File: config.mk
export PLATFORM = sky130hd
export DESIGN_NAME = positional_insert_remove_queue_unit
export DESIGN_NICKNAME = d
export VERILOG_FILES = /design/src/rtl/piqu_pkg.sv /design/src/rtl/piqu_cell.sv /design/src/rtl/positional_insert_remove_queue_unit.sv
export SDC_FILE = /design/constraint.sdc
export NUM_CORES = 1
export LEC_CHECK = 0
export BUFFER_PORTS_ARGS = -buffer_cell sky130_fd_sc_hd__buf_4
export CAP_MARGIN = 30
export CORE_ASPECT_RATIO = 1.5
export CORE_MARGIN = 4
export CORE_UTILIZATION = 55
export CTS_CLUSTER_SIZE = 40
export DETAILED_ROUTE_END_ITERATION = 6
export PLACE_DENSITY = 0.87
export SETUP_SLACK_MARGIN = 0.02
export SKIP_LAST_GASP = 1
export SLEW_MARGIN = 25
export SYNTH_ARGS = -nofsm -noshare
export SYNTH_HDL_FRONTEND = slang
export SYNTH_HIERARCHICAL = 1
export SYNTH_SLANG_ARGS = --single-unit
export TNS_END_PERCENT = 1
File: constraint.sdc
create_clock -name clk -period 3.7 [get_ports clk]
set_input_delay 0.185 -clock clk [delete_from_list [all_inputs] [get_ports clk]]
set_output_delay 0.185 -clock clk [all_outputs]
set_load 0.01 [all_outputs]
File: src/rtl/piqu_pkg.sv
// Shared types and constants for the positional insert/remove queue.
package piqu_pkg;

	localparam int DEPTH = 16;
	localparam int IDX_W = $clog2(DEPTH);
	localparam int CNT_W = $clog2(DEPTH + 1);
	localparam int OPC_W = 3;
	localparam int DATA_W = 32;
	localparam int POS_W = 5;
	localparam int ECNT_W = 5;
	localparam int CMP_W = (CNT_W > POS_W) ? CNT_W : POS_W;

	typedef enum logic [OPC_W-1:0] {
		OP_ENQ    = 3'd0,
		OP_DEQ    = 3'd1,
		OP_INSERT = 3'd2,
		OP_REMOVE = 3'd3,
		OP_STATUS = 3'd4
	} opcode_t;

	typedef enum logic [1:0] {
		ST_OK    = 2'd0,
		ST_EMPTY = 2'd1,
		ST_RANGE = 2'd2,
		ST_FULL  = 2'd3
	} status_t;

	// What a storage cell loads at the next edge.
	typedef enum logic [1:0] {
		SEL_HOLD  = 2'd0,
		SEL_LEFT  = 2'd1,
		SEL_RIGHT = 2'd2,
		SEL_LOAD  = 2'd3
	} cell_sel_t;

	typedef struct packed {
		logic [OPC_W-1:0]         opcode;
		logic signed [DATA_W-1:0] value;
		logic [POS_W-1:0]         position;
	} req_t;

	typedef struct packed {
		logic signed [DATA_W-1:0] head_value;
		logic [ECNT_W-1:0]        element_count;
		logic                     is_empty;
		logic [1:0]               status;
	} rsp_t;

endpackage

File: src/rtl/piqu_cell.sv
// One storage cell of the queue: holds one element and takes from either neighbour or loads a new value.
module piqu_cell
	import piqu_pkg::*;
(
	input  logic                     clk,
	input  cell_sel_t                sel,
	input  logic signed [DATA_W-1:0] left_q,
	input  logic signed [DATA_W-1:0] right_q,
	input  logic signed [DATA_W-1:0] load_value,
	output logic signed [DATA_W-1:0] q
);

	logic signed [DATA_W-1:0] data_q;

	always_ff @(posedge clk) begin
		unique case (sel)
			SEL_HOLD:  data_q <= data_q;
			SEL_LEFT:  data_q <= left_q;
			SEL_RIGHT: data_q <= right_q;
			SEL_LOAD:  data_q <= load_value;
			default:   data_q <= data_q;
		endcase
	end

	assign q = data_q;

endmodule

File: src/rtl/positional_insert_remove_queue_unit.sv
// Top level of the positional insert/remove queue: control and a row of storage cells.
//
// Usage: an operation enters on the req channel (valid/ready) as opcode, value and
// position; enqueue, dequeue, insert at a position, remove at a position or status
// only. Each transaction gives exactly one transaction on the rsp channel carrying the
// head element, the element count, an empty flag and a status code.
// Elements sit in a row of cells, head in cell 0. Insert loads the value at the
// position and shifts every cell beyond it by one place; remove shifts every cell at
// or beyond the position by one place, all in the same cycle from a neighbour.
// The response is registered and appears in the cycle after the request is taken.
// Throughput is one operation per cycle for as long as rsp_ready is high. When the
// receiver stalls, the response register holds its transaction and req_ready falls
// until it is taken; a new request is taken in the same cycle that the waiting
// response leaves.
// A rejected operation (empty, out of range or full) leaves the queue unchanged and
// only reports its status.
// Reset empties the queue at once; cell contents are not cleared and are never shown.
module positional_insert_remove_queue_unit
	import piqu_pkg::*;
(
	input  logic clk,
	input  logic arst_n,
	input  logic req_valid,
	output logic req_ready,
	input  req_t req,
	output logic rsp_valid,
	input  logic rsp_ready,
	output rsp_t rsp
);

	logic [CNT_W-1:0]         count_q;
	logic                     rsp_valid_q;
	rsp_t                     rsp_q;
	logic                     accept;
	logic                     do_ins;
	logic                     do_rem;
	logic [CMP_W-1:0]         at;
	logic [CMP_W-1:0]         cnt_ext;
	logic [CMP_W-1:0]         pos_ext;
	status_t                  st;
	logic [CNT_W-1:0]         count_next;
	logic signed [DATA_W-1:0] head_next;
	logic signed [DATA_W-1:0] cell_q [DEPTH];
	cell_sel_t                cell_sel [DEPTH];

	assign req_ready = !rsp_valid_q || rsp_ready;
	assign accept    = req_valid && req_ready;
	assign cnt_ext   = CMP_W'(count_q);
	assign pos_ext   = CMP_W'(req.position);

	always_comb begin
		do_ins = 1'b0;
		do_rem = 1'b0;
		at     = '0;
		st     = ST_OK;
		unique case (req.opcode)
			OP_ENQ: begin
				if (count_q == CNT_W'(DEPTH)) begin
					st = ST_FULL;
				end else begin
					do_ins = 1'b1;
					at     = cnt_ext;
				end
			end
			OP_DEQ: begin
				if (count_q == '0) begin
					st = ST_EMPTY;
				end else begin
					do_rem = 1'b1;
				end
			end
			OP_INSERT: begin
				if (pos_ext > cnt_ext) begin
					st = ST_RANGE;
				end else if (count_q == CNT_W'(DEPTH)) begin
					st = ST_FULL;
				end else begin
					do_ins = 1'b1;
					at     = pos_ext;
				end
			end
			OP_REMOVE: begin
				if (pos_ext >= cnt_ext) begin
					st = ST_RANGE;
				end else begin
					do_rem = 1'b1;
					at     = pos_ext;
				end
			end
			default: begin
				st = ST_OK;
			end
		endcase
	end

	always_comb begin
		for (int i = 0; i < DEPTH; i++) begin
			cell_sel[i] = SEL_HOLD;
			if (accept && do_ins) begin
				if (CMP_W'(i) == at) begin
					cell_sel[i] = SEL_LOAD;
				end else if (CMP_W'(i) > at) begin
					cell_sel[i] = SEL_LEFT;
				end
			end else if (accept && do_rem) begin
				if (CMP_W'(i) >= at) begin
					cell_sel[i] = SEL_RIGHT;
				end
			end
		end
	end

	// The outermost cells have no neighbour on one side and take their own value there;
	// the last cell does so on a removal, when it falls beyond the count anyway.
	for (genvar g = 0; g < DEPTH; g++) begin : g_cell
		piqu_cell u_cell (
			.clk        (clk),
			.sel        (cell_sel[g]),
			.left_q     ((g == 0) ? cell_q[g] : cell_q[(g == 0) ? 0 : g - 1]),
			.right_q    ((g == DEPTH - 1) ? cell_q[g] : cell_q[(g == DEPTH - 1) ? g : g + 1]),
			.load_value (req.value),
			.q          (cell_q[g])
		);
	end

	always_comb begin
		count_next = count_q;
		if (do_ins) begin
			count_next = count_q + CNT_W'(1);
		end else if (do_rem) begin
			count_next = count_q - CNT_W'(1);
		end
	end

	always_comb begin
		priority if (count_next == '0) begin
			head_next = '0;
		end else if (do_ins && at == '0) begin
			head_next = req.value;
		end else if (do_rem && at == '0) begin
			head_next = cell_q[1];
		end else begin
			head_next = cell_q[0];
		end
	end

	always_ff @(posedge clk or negedge arst_n) begin
		if (!arst_n) begin
			count_q     <= '0;
			rsp_valid_q <= 1'b0;
		end else begin
			if (accept) begin
				count_q     <= count_next;
				rsp_valid_q <= 1'b1;
			end else if (rsp_ready) begin
				rsp_valid_q <= 1'b0;
			end
		end
	end

	always_ff @(posedge clk) begin
		if (accept) begin
			rsp_q.head_value    <= head_next;
			rsp_q.element_count <= ECNT_W'(count_next);
			rsp_q.is_empty      <= (count_next == '0);
			rsp_q.status        <= st;
		end
	end

	assign rsp_valid = rsp_valid_q;
	assign rsp       = rsp_q;

	a_count_bound: assert property (@(posedge clk) disable iff (!arst_n)
		count_q <= CNT_W'(DEPTH))
		else $error("element count exceeds capacity");

	a_rsp_count: assert property (@(posedge clk) disable iff (!arst_n)
		accept |=> (rsp_valid && rsp.element_count == ECNT_W'(count_q)))
		else $error("reported count differs from held count");

	a_empty_head: assert property (@(posedge clk) disable iff (!arst_n)
		(rsp_valid && rsp.is_empty) |-> (rsp.head_value == '0 && rsp.element_count == '0))
		else $error("empty response with non-zero head or count");

	a_reject_hold: assert property (@(posedge clk) disable iff (!arst_n)
		(accept && st != ST_OK) |=> $stable(count_q))
		else $error("rejected operation changed the queue");

endmodule
## After elaboration in Yosys (flattened, before gate mapping)

Cells that the tools add are included.

- Register bits after elaboration: 558
- Input bits: 44
- Output and inout port bits: 42
- Word-level logic and storage cells: 273

- Add/subtract/negate cells: 2
- Order comparisons: 34
- Equality and inequality tests: 67
- Mux-type cells: 118
- Reductions and logical operators: 30

Operators with widths:

| kind | count |
|---|---|
| $pmux W32 S3 | 14 |
| $mux W2 | 67 |
| $pmux W32 S2 | 2 |
| $eq A2 B2 Y1 const B | 32 |
| $mux W32 | 2 |
| $eq A4 B5 Y1 const A | 8 |
| $ge A4 B5 Y1 const A | 8 |
| $gt A4 B5 Y1 const A | 8 |
| $eq A2 B1 Y1 const B | 16 |
| $logic_not A2 Y1 | 16 |
| $mux W5 | 6 |
| $mux W1 | 23 |
| $eq A3 B5 Y1 const A | 4 |
| $ge A3 B5 Y1 const A | 4 |
| $gt A3 B5 Y1 const A | 4 |
| $logic_not A5 Y1 | 3 |
| $pmux W5 S3 | 1 |
| $eq A2 B5 Y1 const A | 2 |
| $ge A1 B5 Y1 const A | 2 |
| $ge A2 B5 Y1 const A | 2 |
| $gt A1 B5 Y1 const A | 2 |
| $gt A2 B5 Y1 const A | 2 |
| $pmux W2 S4 | 1 |
| $eq A3 B2 Y1 const B | 2 |
| other kinds (14) | 20 |

## Longest topological paths before layout

- Depth after elaboration: 10
- Depth in mapped cells: 18
- Mapped depth without buffers: 15

## Cells and area by module

The synthesis kept the hierarchy.

Modules (own cells, without submodules):

| module | times used | cells each | area each (µm²) | seq. area each (µm²) |
|---|---|---|---|---|
| piqu_cell | 16 | 140 | 1672.9 | 960.9 |
| positional_insert_remove_queue_unit | 1 | 355 | 3383.2 | 1351.3 |

## Worst setup path after synthesis

No wires, ideal clock.

- Path type: register -> register
- From: reg rsp_valid_q, in the netlist rsp_valid
- To: reg g_cell[2].u_cell.data_q[0], enable pin
- Library setup time: 0.375 ns
- Arrival: 3.229 ns
- Data required time: 3.325 ns
- Slack: 0.096 ns
- Stages on the path, launching flop included: 13
- Buffers on the path: 1
- Clock period less this slack: 3.604 ns
- Path through: dfrtp_1 nand2b_1 nand2_1 inv_1 and3_1 nand2_1 inv_1 nand2_1 inv_1 nand2_1 a21oi_1 buf_4 or2_2

RTL lines:

| item | line | source |
|---|---|---|
| start, declared | positional_insert_remove_queue_unit.sv:32 | `logic rsp_valid_q;` |
| start signal, assigned | positional_insert_remove_queue_unit.sv:150 | `rsp_valid_q <= 1'b0;` |
| start signal, assigned | positional_insert_remove_queue_unit.sv:154 | `rsp_valid_q <= 1'b1;` |
| start signal, assigned | positional_insert_remove_queue_unit.sv:156 | `rsp_valid_q <= 1'b0;` |
| end signal, assigned | piqu_cell.sv:17 | `SEL_HOLD: data_q <= data_q;` |
| end signal, assigned | piqu_cell.sv:18 | `SEL_LEFT: data_q <= left_q;` |
| end signal, assigned | piqu_cell.sv:19 | `SEL_RIGHT: data_q <= right_q;` |
| end, declared | piqu_cell.sv:13 | `logic signed [DATA_W-1:0] data_q;` |

==> summary.md <==
| Metric | Value |
|---|---|
| Status | `completed` |
| Fin. Hold Viols | `0` |
| Worst R2R Start | `cnt_ext[4]` |
| Largest net degree at the start of global routing | `65` |
| Worst path bufs/invs | `4` |
| Worst min-delay path category | `in2reg` |
| Post-route antenna net violation count | `0` |
| Asr flop ratio synth | `between 1 and 1.5%` |
| Mux cell area share after synthesis | `a little under a fifth` |
| Yosys Warn Count | `6` |
| Slowest CP cell | `buf_4` |
| Simple logic cell fraction of the synthesized area | `approximately 8.8%` |
| Vias | `20700` |
| Core box area | `~54000 um2` |
| Sw frac | `~28%` |
| Root buf cell | `clkbuf_16` |
| N_diodes | `0` |
| Clk slew on worst S/H paths | `approximately 0.07 ns` |
| Critical Path Sink | `g_cell[6].u_cell/q[26]` |
| Yosys reg bits | `around 560` |
| Share of cells above drive strength 1 | `around a tenth` |
| Critical Path Stages | `14` |
| Total of max-cap violations | `0` |
| Compound-gate portion of the synthesized area | `between 10% and 20%` |
| Largest area contributor in the netlist | `edfxtp_1` |
| Largest family of logic cells by synthesized area | `multiplexers` |
| Register area share after synthesis | `a little under three fifths` |
| Final Skew | `0.0131 ns` |
| Die area | `between 50000 and 60000 um2` |
| CTS Buf Count | `between 40 and 50` |
| Initial DRC Count | `1943` |
| Worst EP required | `approximately 4.0 ns` |
| Post-Syn Area | `30100 um2` |
| Final Core Density | `around three fifths` |
| Synth Area in Adders | `less than 1%` |
| Port buffer count | `85` |
| Endpoints failing setup | `0` |
| Syn Inst Count | `~2600` |
| Number of H-tree levels | `2` |
| Setup slack, reg-to-reg | `around 0.048 ns` |
| Vias per inst | `6.20` |
| Post-DP Area | `~31000 um2` |
| Starting density of the core | `55.8%` |
| Slew @ Worst Pin | `0.876 ns` |
| Syn Area/Cell | `roughly 12 um2` |
| Final period util | `~99%` |
| Total global-route track usage | `22.4%` |
| Clk sinks | `approximately 560` |
| Worst Setup SP | `cnt_ext[4]` |
| Avg WL per Cell | `20.3 um` |
| Top FF cell, synth | `edfxtp_1` |
| Synth Area in XOR/XNOR | `0.203%` |
| Initial DRT Pass Iterations | `6` |
| Yosys cell types | `between 50 and 60` |
| Setup bufs post-CTS | `0` |
| Yosys top cell area share | `around 55%` |
| Clock power frac | `between 20 and 30%` |
| Initial antenna violation count | `0` |
| Syn Nets | `approximately 2600` |
| Crit path kind | `reg2reg` |
| Final #Nets | `between 2000 and 3000` |
| Chip width | `199 um` |
| Synth area leaders | `edfxtp_1, mux2i_1, a21oi_1, nor2_1, buf_12` |
| Num rows | `about 100` |
| Synth top cells by count | `edfxtp_1, mux2i_1, nor2_1` |
| CTS tree | `done` |
| Vias in the first global route | `21000` |
| Drt drc | `0` |
| Area Growth Syn to Fin | `8.32%` |
| Worst-path cell chain | `inv_1 > ha_1 > nand2_1 > o21ai_0 > o21a_1 > buf_4 > o31ai_1 > a32oi_2 > nor2_1 > buf_4 > nor2_4 > buf_4 > mux2i_1 > a21oi_1` |
| Final HPWL DP | `47300 um` |
| Clock Path Buffers | `3` |
| First-pass GRT wire length | `109000 um` |
| Worst r2r dst | `g_cell[6].u_cell/q[26]` |
| Crit path top cell by count | `buf_4` |
| Achievable Freq | `around 270 MHz` |
| Post-synth EDFFs | `552` |
| Leakage dissipation | `0.0108 uW` |
| Routability cong. | `just under 0.9` |
| CP Capture Type | `flip-flop` |
| Combinational Power Share | `about a fifth` |
| RSZ-0062 raised after global routing | `yes` |
| Switching pwr | `roughly 4800 uW` |
| DIE HEIGHT | `a little under 300 um` |
| Slowest stage delay, CP | `approximately 0.46 ns` |
| Max Fanout on Critical Path | `32` |
| Worst path top cell family by delay | `compound AO/OA/AOI/OAI gates` |
| Worst vdd ir | `0.302 mV` |
| Post-Route WL | `approximately 70000 um` |
| Fin crit period | `3.65 ns` |
| Post-Route Setup TNS | `0 ns` |
| Internal power | `around 12000 uW` |
| Pins Over Slew Limit | `0` |
| Crit path DAT | `between 3 and 4 ns` |
| Rel. slew slack | `about two fifths` |
| Clk_lat worst skew | `0.57 ns` |
| Design Area, Final | `around 33000 um2` |
| Sequential fraction of design power | `between 40 and 50%` |
| PwrDens | `521 nW/um2` |
| R2R cell count | `14` |
| CP Launch Type | `flip-flop` |
| I/O Pins | `between 80 and 90` |
| GRT overflow | `0` |
| Most common cell in the synthesized netlist | `edfxtp_1` |
-- worst min-delay path by stage --
stage,slack (ns),cells past startpoint,endpoint,startpoint
final,0.04,3,rsp[0],req[37]
after global routing,0.08,3,rsp[0],req[37]
after CTS,0.02,3,rsp[0],req[37]
after detailed placement,0.003,1,rsp_valid,arst_n
after global placement,0.002,1,rsp_valid,arst_n
after floorplan,-0.11,0,cnt_ext[0],arst_n
-- cell type report --
type	count	area [um2]
Inverter	16	60.1
Fill cell	3884	21300
Multi-Input combinational cell	1828	11800
Timing Repair Buffer	170	1640
Clock inverter	23	246
Clock buffer	64	1300
Tap cell	689	862
Sequential cell	558	16700
-- cell usage in the layout (no fill, tap or decap), drive strengths merged, types with 3 or more instances in the layout --
| cell type | count |
|---|---|
| a21oi | 528 |
| a31oi | 4 |
| a32o | 5 |
| and2 | 9 |
| buf | 165 |
| bufinv | 5 |
| clkbuf | 64 |
| clkinv | 20 |
| dfrtp | 6 |
| dlygate4sd3 | 5 |
| edfxtp | 552 |
| ha | 8 |
| inv | 13 |
| mux2i | 544 |
| nand2 | 60 |
| nand2b | 3 |
| nand3 | 6 |
| nand4 | 4 |
| nor2 | 543 |
| nor3 | 10 |
| o211a | 32 |
| o21ai | 13 |
| o31ai | 5 |
| or2 | 17 |
| or3 | 3 |
| xnor2 | 7 |
-- timing repair --
action | 4_1_cts | 5_1_grt
endpoints found under the hold margin | 9 | 0
pin swaps | 0 | 1
setup endpoints to repair | 110 | 500
gates cloned | 0 | 0
hold buffers | 5 | 0
gates resized for setup | 1 | 2
-- sequential cells by signal, summed over array words and instances (netlist names) --
register         flops
rsp_valid            1
cnt_ext              5
rsp                 40
g_cell.u_cell/q    512
-- power groups by stage --
| stage | combinational, uW | sequential, uW | clock [uW] |
|---|---|---|---|
| detailed placement | 3540 | 8440 | 0 |
| global route | 3950 | 8380 | 5400 |
| floorplan | 2510 | 8350 | 0 |
| CTS | 3590 | 8310 | 5130 |
| global placement | 3380 | 8390 | 0 |
| finish | 3620 | 8310 | 5070 |
-- stage by stage --
step | hold slack, ns | total power (uW) | worst slack, ns | cells
floorplan | -0.111 | 10900 | 0.0961 | 2595
global placement | 0.00236 | 11800 | 0.0295 | 3256
detailed placement | 0.00325 | 12000 | -0.0692 | 3256
CTS | 0.0210 | 17000 | 0.0541 | 3348
global route | 0.0798 | 17700 | -0.191 | 3348
finish | 0.0365 | 17000 | 0.0476 | 3348
-- tightest hold or removal path, cell delays in order --
cell and delay, ns:
buf_4 0.11, a22oi_1 0.06, nor3_1 0.12
-- metal layers --
layer	vias up	track usage [%]	part of all wire, %
met2	856	39.5	51
met1	10200	28.8	40
met5	-	0	0
met3	131	2.57	6.0
met4	0	7.21	2.7
li1	9573	-	-
-- cell families (layout without fill, tap and decap cells) --
group / after synthesis / after routing
AOI/OAI and AO/OA: 605 / 605
xor gates and xnor gates: 7 / 7
adders and majority gates: 8 / 8
buffers and inverters: 209 / 273
DFF: 558 / 558
muxes: 544 / 544
and+or+nand+nor: 664 / 664
No activity file was read; power rests on OpenSTA's default activity.
